## src/rtl/igdd_pkg.sv

```systemverilog
// Shared types and constants for the int4 group dequant dot-product block.
`timescale 1ns / 1ps
package igdd_pkg;

  // Longest row or group the counters handle.
  localparam int K_MAX = 4096;
  localparam int POS_W = $clog2(K_MAX);
  localparam int LEN_W = POS_W + 1;

  // Field widths fixed by the interface.
  localparam int ACT_W   = 16;
  localparam int BYTE_W  = 8;
  localparam int SCALE_W = 16;
  localparam int CODE_W  = 4;
  localparam int PROD_W  = ACT_W + CODE_W;
  localparam int PART_W  = 32;
  localparam int SUM_W   = 48;
  localparam int CFG_W   = 13;
  localparam int CFG_IDX_W = 2;
  localparam int IN_TDATA_W  = 40;
  localparam int OUT_TDATA_W = 48;

  // Queue between front and back.
  localparam int FIFO_DEPTH = 4;
  localparam int FIFO_AW    = $clog2(FIFO_DEPTH);

  // Register reset values.
  localparam logic             SCALE_MODE_RST = 1'b1;
  localparam logic [CFG_W-1:0] ROW_LEN_RST    = 13'd4096;
  localparam logic [CFG_W-1:0] GRP_LEN_RST    = 13'd32;

  typedef enum logic [CFG_IDX_W-1:0] {
    REG_SCALE_MODE = 2'd0,
    REG_ROW_LENGTH = 2'd1,
    REG_GRP_LEN    = 2'd2
  } igdd_reg_e;

  // One classified element as it travels from front to back.
  typedef struct packed {
    logic signed [ACT_W-1:0]   act;
    logic signed [CODE_W-1:0]  weight;
    logic signed [SCALE_W-1:0] scale;
    logic                      group_end;
    logic                      row_end;
  } igdd_item_t;

  // Zero acts as one, anything above K_MAX as K_MAX.
  function automatic logic [LEN_W-1:0] eff_len(input logic [CFG_W-1:0] v);
    logic [LEN_W-1:0] r;
    if (v == '0) begin
      r = LEN_W'(1);
    end else if (32'(v) > 32'(K_MAX)) begin
      r = LEN_W'(K_MAX);
    end else begin
      r = LEN_W'(v);
    end
    return r;
  endfunction

endpackage

```

## src/rtl/igdd_front.sv

```systemverilog
// Front end: config registers, row/group counters, nibble select and end flags.
`timescale 1ns / 1ps
module igdd_front (
  input  logic                             clk_i,
  input  logic                             rst_ni,
  input  logic                             cfg_we_i,
  input  logic [igdd_pkg::CFG_IDX_W-1:0]   cfg_index_i,
  input  logic [igdd_pkg::CFG_W-1:0]       cfg_data_i,
  input  logic                             accept_i,
  input  logic [igdd_pkg::ACT_W-1:0]       act_i,
  input  logic [igdd_pkg::BYTE_W-1:0]      byte_i,
  input  logic [igdd_pkg::SCALE_W-1:0]     scale_i,
  output igdd_pkg::igdd_item_t             item_o
);
  import igdd_pkg::*;

  logic             scale_mode_q;
  logic [CFG_W-1:0] row_len_q;
  logic [CFG_W-1:0] grp_len_q;
  logic [POS_W-1:0] pos_q, pos_d;
  logic [POS_W-1:0] gcnt_q, gcnt_d;

  logic [LEN_W-1:0]  rlen, glen;
  logic              row_end, group_end;
  logic [CODE_W-1:0] code;

  always_ff @(posedge clk_i or negedge rst_ni) begin
    if (!rst_ni) begin
      scale_mode_q <= SCALE_MODE_RST;
      row_len_q    <= ROW_LEN_RST;
      grp_len_q    <= GRP_LEN_RST;
    end else if (cfg_we_i) begin
      case (cfg_index_i)
        REG_SCALE_MODE: scale_mode_q <= cfg_data_i[0];
        REG_ROW_LENGTH: row_len_q    <= cfg_data_i;
        REG_GRP_LEN:    grp_len_q    <= cfg_data_i;
        default: ;
      endcase
    end
  end

  always_comb begin
    rlen      = eff_len(row_len_q);
    glen      = eff_len(grp_len_q);
    row_end   = ({1'b0, pos_q} + LEN_W'(1)) >= rlen;
    group_end = row_end || (scale_mode_q && (({1'b0, gcnt_q} + LEN_W'(1)) >= glen));
    // even element takes the low nibble
    code      = pos_q[0] ? byte_i[7:4] : byte_i[3:0];

    pos_d  = pos_q;
    gcnt_d = gcnt_q;
    if (accept_i) begin
      if (row_end) begin
        pos_d  = '0;
        gcnt_d = '0;
      end else begin
        pos_d  = pos_q + POS_W'(1);
        gcnt_d = group_end ? '0 : gcnt_q + POS_W'(1);
      end
    end

    // code - 8 in four bits is the code with its top bit flipped
    item_o.act       = act_i;
    item_o.weight    = {~code[3], code[2:0]};
    item_o.scale     = scale_i;
    item_o.group_end = group_end;
    item_o.row_end   = row_end;
  end

  always_ff @(posedge clk_i or negedge rst_ni) begin
    if (!rst_ni) begin
      pos_q  <= '0;
      gcnt_q <= '0;
    end else begin
      pos_q  <= pos_d;
      gcnt_q <= gcnt_d;
    end
  end

endmodule

```

## src/rtl/igdd_fifo.sv

```systemverilog
// Short queue of classified elements between front and back.
`timescale 1ns / 1ps
module igdd_fifo (
  input  logic                 clk_i,
  input  logic                 rst_ni,
  input  logic                 push_i,
  input  igdd_pkg::igdd_item_t item_i,
  output logic                 full_o,
  input  logic                 pop_i,
  output igdd_pkg::igdd_item_t item_o,
  output logic                 empty_o
);
  import igdd_pkg::*;

  igdd_item_t         mem_q [FIFO_DEPTH];
  logic [FIFO_AW-1:0] wptr_q, rptr_q;
  logic [FIFO_AW:0]   cnt_q, cnt_d;

  always_comb begin
    full_o  = cnt_q == (FIFO_AW+1)'(FIFO_DEPTH);
    empty_o = cnt_q == '0;
    item_o  = mem_q[rptr_q];
    cnt_d   = cnt_q + (FIFO_AW+1)'(push_i) - (FIFO_AW+1)'(pop_i);
  end

  always_ff @(posedge clk_i) begin
    if (push_i) begin
      mem_q[wptr_q] <= item_i;
    end
  end

  always_ff @(posedge clk_i or negedge rst_ni) begin
    if (!rst_ni) begin
      wptr_q <= '0;
      rptr_q <= '0;
      cnt_q  <= '0;
    end else begin
      if (push_i) begin
        wptr_q <= wptr_q + FIFO_AW'(1);
      end
      if (pop_i) begin
        rptr_q <= rptr_q + FIFO_AW'(1);
      end
      cnt_q <= cnt_d;
    end
  end

endmodule

```

## src/rtl/igdd_back.sv

```systemverilog
// Back end: product, group accumulate, scale multiply, row sum, output register.
`timescale 1ns / 1ps
module igdd_back (
  input  logic                            clk_i,
  input  logic                            rst_ni,
  input  igdd_pkg::igdd_item_t            item_i,
  input  logic                            empty_i,
  output logic                            pop_o,
  output logic                            out_valid_o,
  input  logic                            out_ready_i,
  output logic [igdd_pkg::SUM_W-1:0]      out_data_o
);
  import igdd_pkg::*;

  logic en;

  // stage 1: activation x weight
  logic                      s1_valid_q, s1_ge_q, s1_re_q;
  logic signed [PROD_W-1:0]  s1_prod_q;
  logic signed [SCALE_W-1:0] s1_scale_q;
  // stage 2: finished group partial
  logic                      s2_valid_q, s2_re_q;
  logic signed [PART_W-1:0]  s2_part_q;
  logic signed [SCALE_W-1:0] s2_scale_q;
  // stage 3: scaled partial
  logic                      s3_valid_q, s3_re_q;
  logic signed [SUM_W-1:0]   s3_prod_q;

  logic signed [PART_W-1:0] partial_q, part_sum;
  logic [SUM_W-1:0]         row_sum_q, row_total;
  logic                     out_valid_q;
  logic [SUM_W-1:0]         out_data_q;
  logic signed [PROD_W-1:0] prod;
  logic signed [SUM_W-1:0]  scaled;

  always_comb begin
    // whole pipeline moves together unless the output word is stuck
    en        = !out_valid_q || out_ready_i;
    pop_o     = en && !empty_i;
    prod      = PROD_W'(item_i.act) * PROD_W'(item_i.weight);
    part_sum  = partial_q + {{(PART_W-PROD_W){s1_prod_q[PROD_W-1]}}, s1_prod_q};
    // sign-extended 32x16 product
    scaled    = SUM_W'(s2_part_q) * SUM_W'(s2_scale_q);
    row_total = row_sum_q + s3_prod_q;
  end

  always_ff @(posedge clk_i) begin
    if (en) begin
      s1_prod_q  <= prod;
      s1_scale_q <= item_i.scale;
      s2_part_q  <= part_sum;
      s2_scale_q <= s1_scale_q;
      s3_prod_q  <= scaled;
    end
  end

  always_ff @(posedge clk_i or negedge rst_ni) begin
    if (!rst_ni) begin
      s1_valid_q  <= 1'b0;
      s1_ge_q     <= 1'b0;
      s1_re_q     <= 1'b0;
      s2_valid_q  <= 1'b0;
      s2_re_q     <= 1'b0;
      s3_valid_q  <= 1'b0;
      s3_re_q     <= 1'b0;
      partial_q   <= '0;
      row_sum_q   <= '0;
      out_valid_q <= 1'b0;
      out_data_q  <= '0;
    end else if (en) begin
      s1_valid_q <= pop_o;
      s1_ge_q    <= item_i.group_end;
      s1_re_q    <= item_i.row_end;
      s2_valid_q <= s1_valid_q && s1_ge_q;
      s2_re_q    <= s1_re_q;
      s3_valid_q <= s2_valid_q;
      s3_re_q    <= s2_re_q;
      if (s1_valid_q) begin
        partial_q <= s1_ge_q ? '0 : part_sum;
      end
      out_valid_q <= 1'b0;
      if (s3_valid_q) begin
        if (s3_re_q) begin
          row_sum_q   <= '0;
          out_data_q  <= row_total;
          out_valid_q <= 1'b1;
        end else begin
          row_sum_q <= row_total;
        end
      end
    end
  end

  assign out_valid_o = out_valid_q;
  assign out_data_o  = out_data_q;

  a_re_has_ge: assert property (@(posedge clk_i) disable iff (!rst_ni)
    s1_valid_q && s1_re_q |-> s1_ge_q)
    else $error("row end without group end");

  a_stall_holds_partial: assert property (@(posedge clk_i) disable iff (!rst_ni)
    !en |=> $stable(partial_q) && $stable(row_sum_q))
    else $error("accumulators moved during stall");

  a_row_end_emits: assert property (@(posedge clk_i) disable iff (!rst_ni)
    en && s3_valid_q && s3_re_q |=> out_valid_q)
    else $error("row end did not load output");

  a_no_pop_on_stall: assert property (@(posedge clk_i) disable iff (!rst_ni)
    out_valid_q && !out_ready_i |-> !pop_o)
    else $error("queue popped while output stalled");

endmodule

```

## src/rtl/int4_group_dequant_dot.sv

```systemverilog
// Top level of the streaming int4 group-dequantized dot product.
`timescale 1ns / 1ps
// Streams one dot-product element per input word: activation, the packed
// weight byte holding its 4-bit code (low nibble on even positions), and the
// group scale. Weights are code - 8. Products accumulate per group; at each
// group end (after every configured group length of elements and at row end
// in group mode, or only at row end in per-row mode) the partial is scaled
// and added to the row sum, and at row end one 48-bit exact result word is
// sent. Sustained rate is one word per cycle while the output is not held:
// the front classifies and counts in the accepting cycle, and the back has
// three register stages (product, group add, 32x16 scale multiply) with the
// row add feeding the output register. The last word of a row passes the
// queue, the three stages and the output register before m_axis_tvalid
// rises. A four-word queue between front and back absorbs output stalls;
// when the output register is held, the back freezes and input keeps
// flowing until the queue fills. Write config only while idle.
module int4_group_dequant_dot (
  input  logic                                 clk_i,
  input  logic                                 rst_ni,
  input  logic                                 cfg_we_i,
  input  logic [igdd_pkg::CFG_IDX_W-1:0]       cfg_index_i,
  input  logic [igdd_pkg::CFG_W-1:0]           cfg_data_i,
  input  logic                                 s_axis_tvalid,
  output logic                                 s_axis_tready,
  // [15:0] activation, [23:16] weight_byte, [39:24] group_scale
  input  logic [igdd_pkg::IN_TDATA_W-1:0]      s_axis_tdata,
  output logic                                 m_axis_tvalid,
  input  logic                                 m_axis_tready,
  // [47:0] dot_value
  output logic [igdd_pkg::OUT_TDATA_W-1:0]     m_axis_tdata
);
  import igdd_pkg::*;

  logic       accept, fifo_full, fifo_empty, pop;
  igdd_item_t front_item, back_item;

  assign s_axis_tready = !fifo_full;
  assign accept        = s_axis_tvalid && s_axis_tready;

  // classify: nibble select, group/row end flags
  igdd_front u_front (
    .clk_i       (clk_i),
    .rst_ni      (rst_ni),
    .cfg_we_i    (cfg_we_i),
    .cfg_index_i (cfg_index_i),
    .cfg_data_i  (cfg_data_i),
    .accept_i    (accept),
    .act_i       (s_axis_tdata[15:0]),
    .byte_i      (s_axis_tdata[23:16]),
    .scale_i     (s_axis_tdata[39:24]),
    .item_o      (front_item)
  );

  igdd_fifo u_fifo (
    .clk_i   (clk_i),
    .rst_ni  (rst_ni),
    .push_i  (accept),
    .item_i  (front_item),
    .full_o  (fifo_full),
    .pop_i   (pop),
    .item_o  (back_item),
    .empty_o (fifo_empty)
  );

  // accumulate and scale
  igdd_back u_back (
    .clk_i       (clk_i),
    .rst_ni      (rst_ni),
    .item_i      (back_item),
    .empty_i     (fifo_empty),
    .pop_o       (pop),
    .out_valid_o (m_axis_tvalid),
    .out_ready_i (m_axis_tready),
    .out_data_o  (m_axis_tdata)
  );

endmodule

```

## config.mk

```make
export PLATFORM = sky130hd
export DESIGN_NAME = int4_group_dequant_dot
export DESIGN_NICKNAME = d
export VERILOG_FILES = /design/src/rtl/igdd_pkg.sv /design/src/rtl/igdd_front.sv /design/src/rtl/igdd_fifo.sv /design/src/rtl/igdd_back.sv /design/src/rtl/int4_group_dequant_dot.sv
export SDC_FILE = /design/constraint.sdc
export NUM_CORES = 2
export LEC_CHECK = 0
export BUFFER_PORTS_ARGS = -buffer_cell sky130_fd_sc_hd__buf_4
export CORE_ASPECT_RATIO = 0.6
export CORE_MARGIN = 2
export CORE_UTILIZATION = 25
export DETAILED_ROUTE_END_ITERATION = 10
export GPL_TIMING_DRIVEN = 0
export PLACE_DENSITY = 0.49
export SYNTH_ARGS = -nofsm -noshare
export SYNTH_HDL_FRONTEND = slang
export SYNTH_SLANG_ARGS = --single-unit
```

## constraint.sdc

```tcl
create_clock -name clk_i -period 16.65 [get_ports clk_i]
set_input_delay 2.4975 -clock clk_i [delete_from_list [all_inputs] [get_ports clk_i]]
set_output_delay 2.4975 -clock clk_i [all_outputs]
set_load 0.005 [all_outputs]
```

Word level (Yosys, flattened, before mapping)

Memory sizes are Yosys's and may differ from the RTL's.
Cells that the tools add are included.

Output and inout port bits: 50
Bits in writable memories: 152
Word-level logic and storage cells: 78
Bits of input ports: 60
Flip-flop bits (word level): 326
Memories: 1

Memories:

| name         | depth | bits a word | rd ports | clocked after Yosys merged registers in | wr ports | RTL line        | RTL |
|---|---|---|---|---|---|---|---|
| u_fifo.mem_q | 4     | 38          | 1        | 0                                       | 1        | igdd_fifo.sv:15 | `igdd_item_t mem_q [FIFO_DEPTH];` |

Bitwise gates (word level): 1
$lt $le $gt $ge: 4
Multiplexer cells: 14
Add/subtract/negate cells: 10
Multipliers: 2
Equal/unequal tests: 3
Reductions and logical operators: 19

Operator list:

| kind                  | number |
|---|---|
| $mux 13               | 4 |
| $add 48x48->48        | 1 |
| $mul 32x16->48        | 1 |
| $mux 48               | 1 |
| $mux 12               | 3 |
| $add 32x32->32        | 1 |
| $mux 32               | 1 |
| $add 12x1->13 const B | 2 |
| $ge 13x13->1          | 2 |
| $gt 13x13->1 const B  | 2 |
| $logic_not 13->1      | 2 |
| $add 12x1->12 const B | 2 |
| $mul 16x4->20         | 1 |
| $reduce_and 2->1      | 5 |
| $add 2x1->2 const B   | 2 |
| $logic_and 1x1->1     | 4 |
| $mux 1                | 4 |
| $mux 4                | 1 |
| $add 3x1->3           | 1 |
| $eq 3x3->1 const B    | 1 |
| $logic_not 1->1       | 3 |
| $logic_not 3->1       | 1 |
| $reduce_and 3->1      | 1 |
| $sub 3x1->3           | 1 |
| 5 further kinds       | 6 |

Logic depth before layout (Yosys ltp)

Depth after elaboration: 8
Gate-level depth with buffers: 24
Mapped depth without buffers: 23

Modules after synthesis

A second synthesis with hierarchy kept.

Cells, all modules: 3931
Area total of the unflattened synthesis: 42233.0 µm²

By module, submodules not included:

| module                 | times used | cells each | area each (µm²) | sequential area each (µm²) |
|---|---|---|---|---|
| igdd_back              | 1          | 3360       | 32865.3         | 7367.1 |
| igdd_fifo              | 1          | 233        | 5919.4          | 4739.5 |
| igdd_front             | 1          | 336        | 3438.3          | 1280.0 |
| int4_group_dequant_dot | 1          | 2          | 10.0            | 0.0 |

Least setup slack after synthesis

OpenSTA, ideal clock, no wires.

Path kind: input -> register
Start point: in m_axis_tready
End point: reg u_back.s1_ge_q
Setup time: 85 ps
Slack: 9316 ps
Data required time: 16565 ps
Arrival: 7249 ps
Cell stages on the path: 4
Buffers on the path: 2
Cells stage by stage: nand2b_1 clkbuf_1 clkbuf_1 mux2_2

Word-level cells in the longest chain between the ends: 1

Ends and longest elaborated chain:

| element                | RTL line                     | RTL |
|---|---|---|
| start: declaration     | int4_group_dequant_dot.sv:28 | `input logic m_axis_tready,` |
| $logic_or 1x1->1       | igdd_back.sv:38              | `en = !out_valid_q \|\| out_ready_i;` |
| net u_back.en          | igdd_back.sv:15              | `logic en;` |
| end signal: assignment | igdd_back.sv:72              | `s1_ge_q <= item_i.group_end;` |
| end: declaration       | igdd_back.sv:18              | `logic s1_valid_q, s1_ge_q, s1_re_q;` |

The timed path passes the listed nets, and every way through them passes these cells.
A chain may end at the register's enable or synchronous reset.

Worst setup path after layout

Start point: reg u_back.s2_scale_q[2]
End point: reg u_back.s3_prod_q[33] (data pin)

Word-level cells in the longest chain between the ends: 1

Ends and longest elaborated chain:

| element                  | RTL line        | RTL |
|---|---|---|
| start: declaration       | igdd_back.sv:24 | `logic signed [SCALE_W-1:0] s2_scale_q;` |
| start signal: assignment | igdd_back.sv:52 | `s2_scale_q <= s1_scale_q;` |
| $mul 32x16->48           | igdd_back.sv:43 | `scaled = SUM_W'(s2_part_q) * SUM_W'(s2_scale_q);` |
| net u_back.scaled[33]    | igdd_back.sv:34 | `logic signed [SUM_W-1:0] scaled;` |
| end signal: assignment   | igdd_back.sv:53 | `s3_prod_q <= scaled;` |
| end: declaration         | igdd_back.sv:27 | `logic signed [SUM_W-1:0] s3_prod_q;` |

The timed path passes the listed nets, and every way through them passes these cells.

==> metrics.txt <==
status complete, no violations; drt wl/cell ~19 um; MaxCap Viol Count 0; RR Startpoint u_back.s2_scale_q[2]; footprint of the multi-input gates ~0.026 sq mm; Final Hold Viols 0; predominant post-synthesis flop cell edfxtp_1; Post-synth EDFFs between 200 and 300; CP Launch Type register; first drt pass iteration count 7; clk_lat worst skew between 600 and 700 ps; largest net degree at the start of global routing just over 100; max-slew violations 0; # hold bufs at CTS 0; CP max stage cell clkbuf_1; #FFs+latches synth between 400 and 500; Clock transition at path regs about 100 ps; CTS Buffer Depth 3; post-synthesis cell count around 4,000; starting density of the core 25.2%; ratio of cells with drive above 1 in the final layout 6.99%; Net Count, Synth between 4,000 and 5,000; area delta synth->final 12.8%; GP Congestion 0.969; crit path DAT between 8000 and 9000 ps; Fmax between 100 and 150 MHz; YS warnings 0; Die Area 0.172 sq mm; nets around 5,000; Hold WC Path Type register to register; Iter 0 DRT Violations between 2,000 and 2,500; crit-path max cell delay about 890 ps; Tcrit/Tclk final between 40 and 50%; Post-DRT Antenna Nets 0; initial antenna violation count 2; CP endpoint kind register; min-delay src u_back.s1_scale_q[7]; Slew headroom between 10 and 15%; Post-Route Setup TNS 0 ps; port buffer count around 110; Final Critical Period around 8300 ps; core footprint 0.167 sq mm; postcts setup bufs 0; critical path required time about 17,000 ps; total CTS buffers 46; crit-path max FO 10; root buf cell clkbuf_16; GRT Residual Overflow 0; Site Rows between 100 and 150; H-tree depth 2; num ports 110; post-synthesis cell area about 0.042 sq mm; Seq/Total Area, Yosys between 30% and 40%; Reg area approximately 0.013 sq mm; Antenna Cells 0; Num Clock Sinks ~480; asr flop ratio synth 40.6%; DRC 0; post-synthesis average cell area approximately 11 sq um; Setup Viol. Count Final 0; first-pass GRT wire length 187,000 um; fillers 17,500; Die Wd between 500 and 600 um; Critical Path, Cell by Cell clkbuf_1 > nand2_1 > fa_1 > fa_1 > fa_1 > inv_1 > fa_1 > fa_1 > inv_1 > fa_1 > inv_1 > ha_1 > clkbuf_1 > nand2_1 > o21ai_0 > a221oi_1 > a21oi_1 > o211ai_1 > a21boi_0 > o21ai_1 > and2_1 > a311o_1; via count 28,900; Worst Setup SP u_back.s2_scale_q[2]; post-CTS sizing 0; Clock Skews 48.7 ps; Vias per Instance between 4 and 5; Chip Height approximately 320 um; RSZ-0062 raised after global routing no; crit path kind register to register; TritonCTS clock tree done; CP dominant cell by count fa_1; number of global-route vias before repair slightly below 30,000; worst slew pin tran roughly 1300 ps; total global-route track usage 14.3%; post-DP HPWL just under 100,000 um; Yosys cell types 75; total wire length around 120,000 um
-- per-stage QoR --
stage                     instances  instance area (sq um)  utilization [%]  worst slack [ps]  hold slack, ps
final                          6447                  47500             28.4              8370             406
after global placement         6356                  45700             27.4              4810             404
after global routing           6447                  47500             28.4              8000             429
after floorplan                4005                  42100                -              9320             400
after detailed placement       6363                  45900             27.5              8570             406
after CTS                      6447                  47500             28.4              8490             413
-- worst paths after layout --
check                                              to  slack (ps)  cells past startpoint
min in group asynchronous       u_back.out_data_o[42]        1910                      1
worst max register to register   u_back.s3_prod_q[33]        8370                     22
worst min-delay path             u_back.s2_scale_q[7]         410                      0
worst max-delay path             u_back.s3_prod_q[33]        8370                     22
worst min register to register   u_back.s2_scale_q[7]         410                      0
max in group asynchronous        u_front.grp_len_q[6]       13590                      2
-- logic make-up after synthesis --
group | count (synthesis) | share of synthesized area, %
compound gates | 573 | 9.07
xor+xnor | 143 | 2.98
fa+ha+maj | 784 | 32.6
buf+inv | 803 | 7.17
flops | 478 | 31.8
mux | 86 | 3.31
simple gates | 1138 | 13.0
-- routing by layer --
layer	GRT usage, %	share of wire, %	vias to the layer above
met2	18.1	36	917
met4	1.91	1.3	4
li1	-	-	13500
met1	22.2	51	14300
met5	1.40	0.29	-
met3	5.72	11	114
-- cell type report --
class	instances	area share [%]
Sequential cell	478	28.2
Multi-Input combinational cell	2724	54.1
Timing Repair Buffer	116	2.11
Inverter	646	5.11
Buffer	157	1.25
Tap cell	2242	5.91
Clock buffer	54	2.53
Clock inverter	30	0.791
-- placed cells by master, fill, tap and decap left out, types with 38 or more instances in the layout --
cell type / synthesis / final
xor2_1: 51 / 51
nand3_1: 46 / 46
nor3_1: 40 / 40
ha_1: 262 / 262
fa_1: 522 / 522
a22o_1: 55 / 55
inv_1: 645 / 645
and2_1: 236 / 236
a21oi_1: 126 / 126
nor2_1: 111 / 111
clkbuf_16: 0 / 46
buf_4: 0 / 108
o21ai_0: 130 / 130
edfxtp_1: 284 / 284
mux4_2: 38 / 38
clkbuf_1: 142 / 147
nand2b_1: 41 / 41
xnor2_1: 92 / 92
a21o_1: 63 / 63
nand2_1: 527 / 527
dfrtp_1: 191 / 191
mux2_2: 44 / 44
-- Yosys cell counts (40+ instances only) --
| cell type | n | area [sq um] |
|---|---|---|
| nand3_1 | 46 | 230 |
| inv_1 | 645 | 2420 |
| ha_1 | 262 | 3280 |
| nand2_1 | 527 | 1980 |
| o21ai_0 | 130 | 651 |
| mux2_2 | 44 | 495 |
| edfxtp_1 | 284 | 8530 |
| a21o_1 | 63 | 473 |
| a21oi_1 | 126 | 631 |
| fa_1 | 522 | 10500 |
| nor3_1 | 40 | 200 |
| a22o_1 | 55 | 482 |
| dfrtp_1 | 191 | 4780 |
| nand2b_1 | 41 | 257 |
| xnor2_1 | 92 | 806 |
| xor2_1 | 51 | 447 |
| and2_1 | 236 | 1480 |
| nor2_1 | 111 | 417 |
| clkbuf_1 | 142 | 533 |
-- worst max-delay path: cells and delay by family, from the launching register on --
kind            cells  cell delay, ps
compound gates      7            1900
fa+ha+maj           7            3470
buf+inv             5            1350
flops               1             720
simple gates        3             540
-- flip-flops by register name, summed over array words and instances, names as in the netlist, 3 cells and up --
register	count
u_back.s3_prod_q	48
u_fifo.cnt_q	3
u_back.row_sum_q	48
u_fifo.mem_q	152
u_back.s2_scale_q	16
u_front.pos_q	12
u_back.s1_prod_q	20
u_back.partial_q	32
u_front.grp_len_q	13
u_back.s1_scale_q	16
u_back.out_data_o	48
u_back.s2_part_q	32
u_front.row_len_q	13
u_front.gcnt_q	12
Power is left out: the tool's default activity adds up to more than one toggle a clock period on the data nets, which glitch-free logic cannot reach.
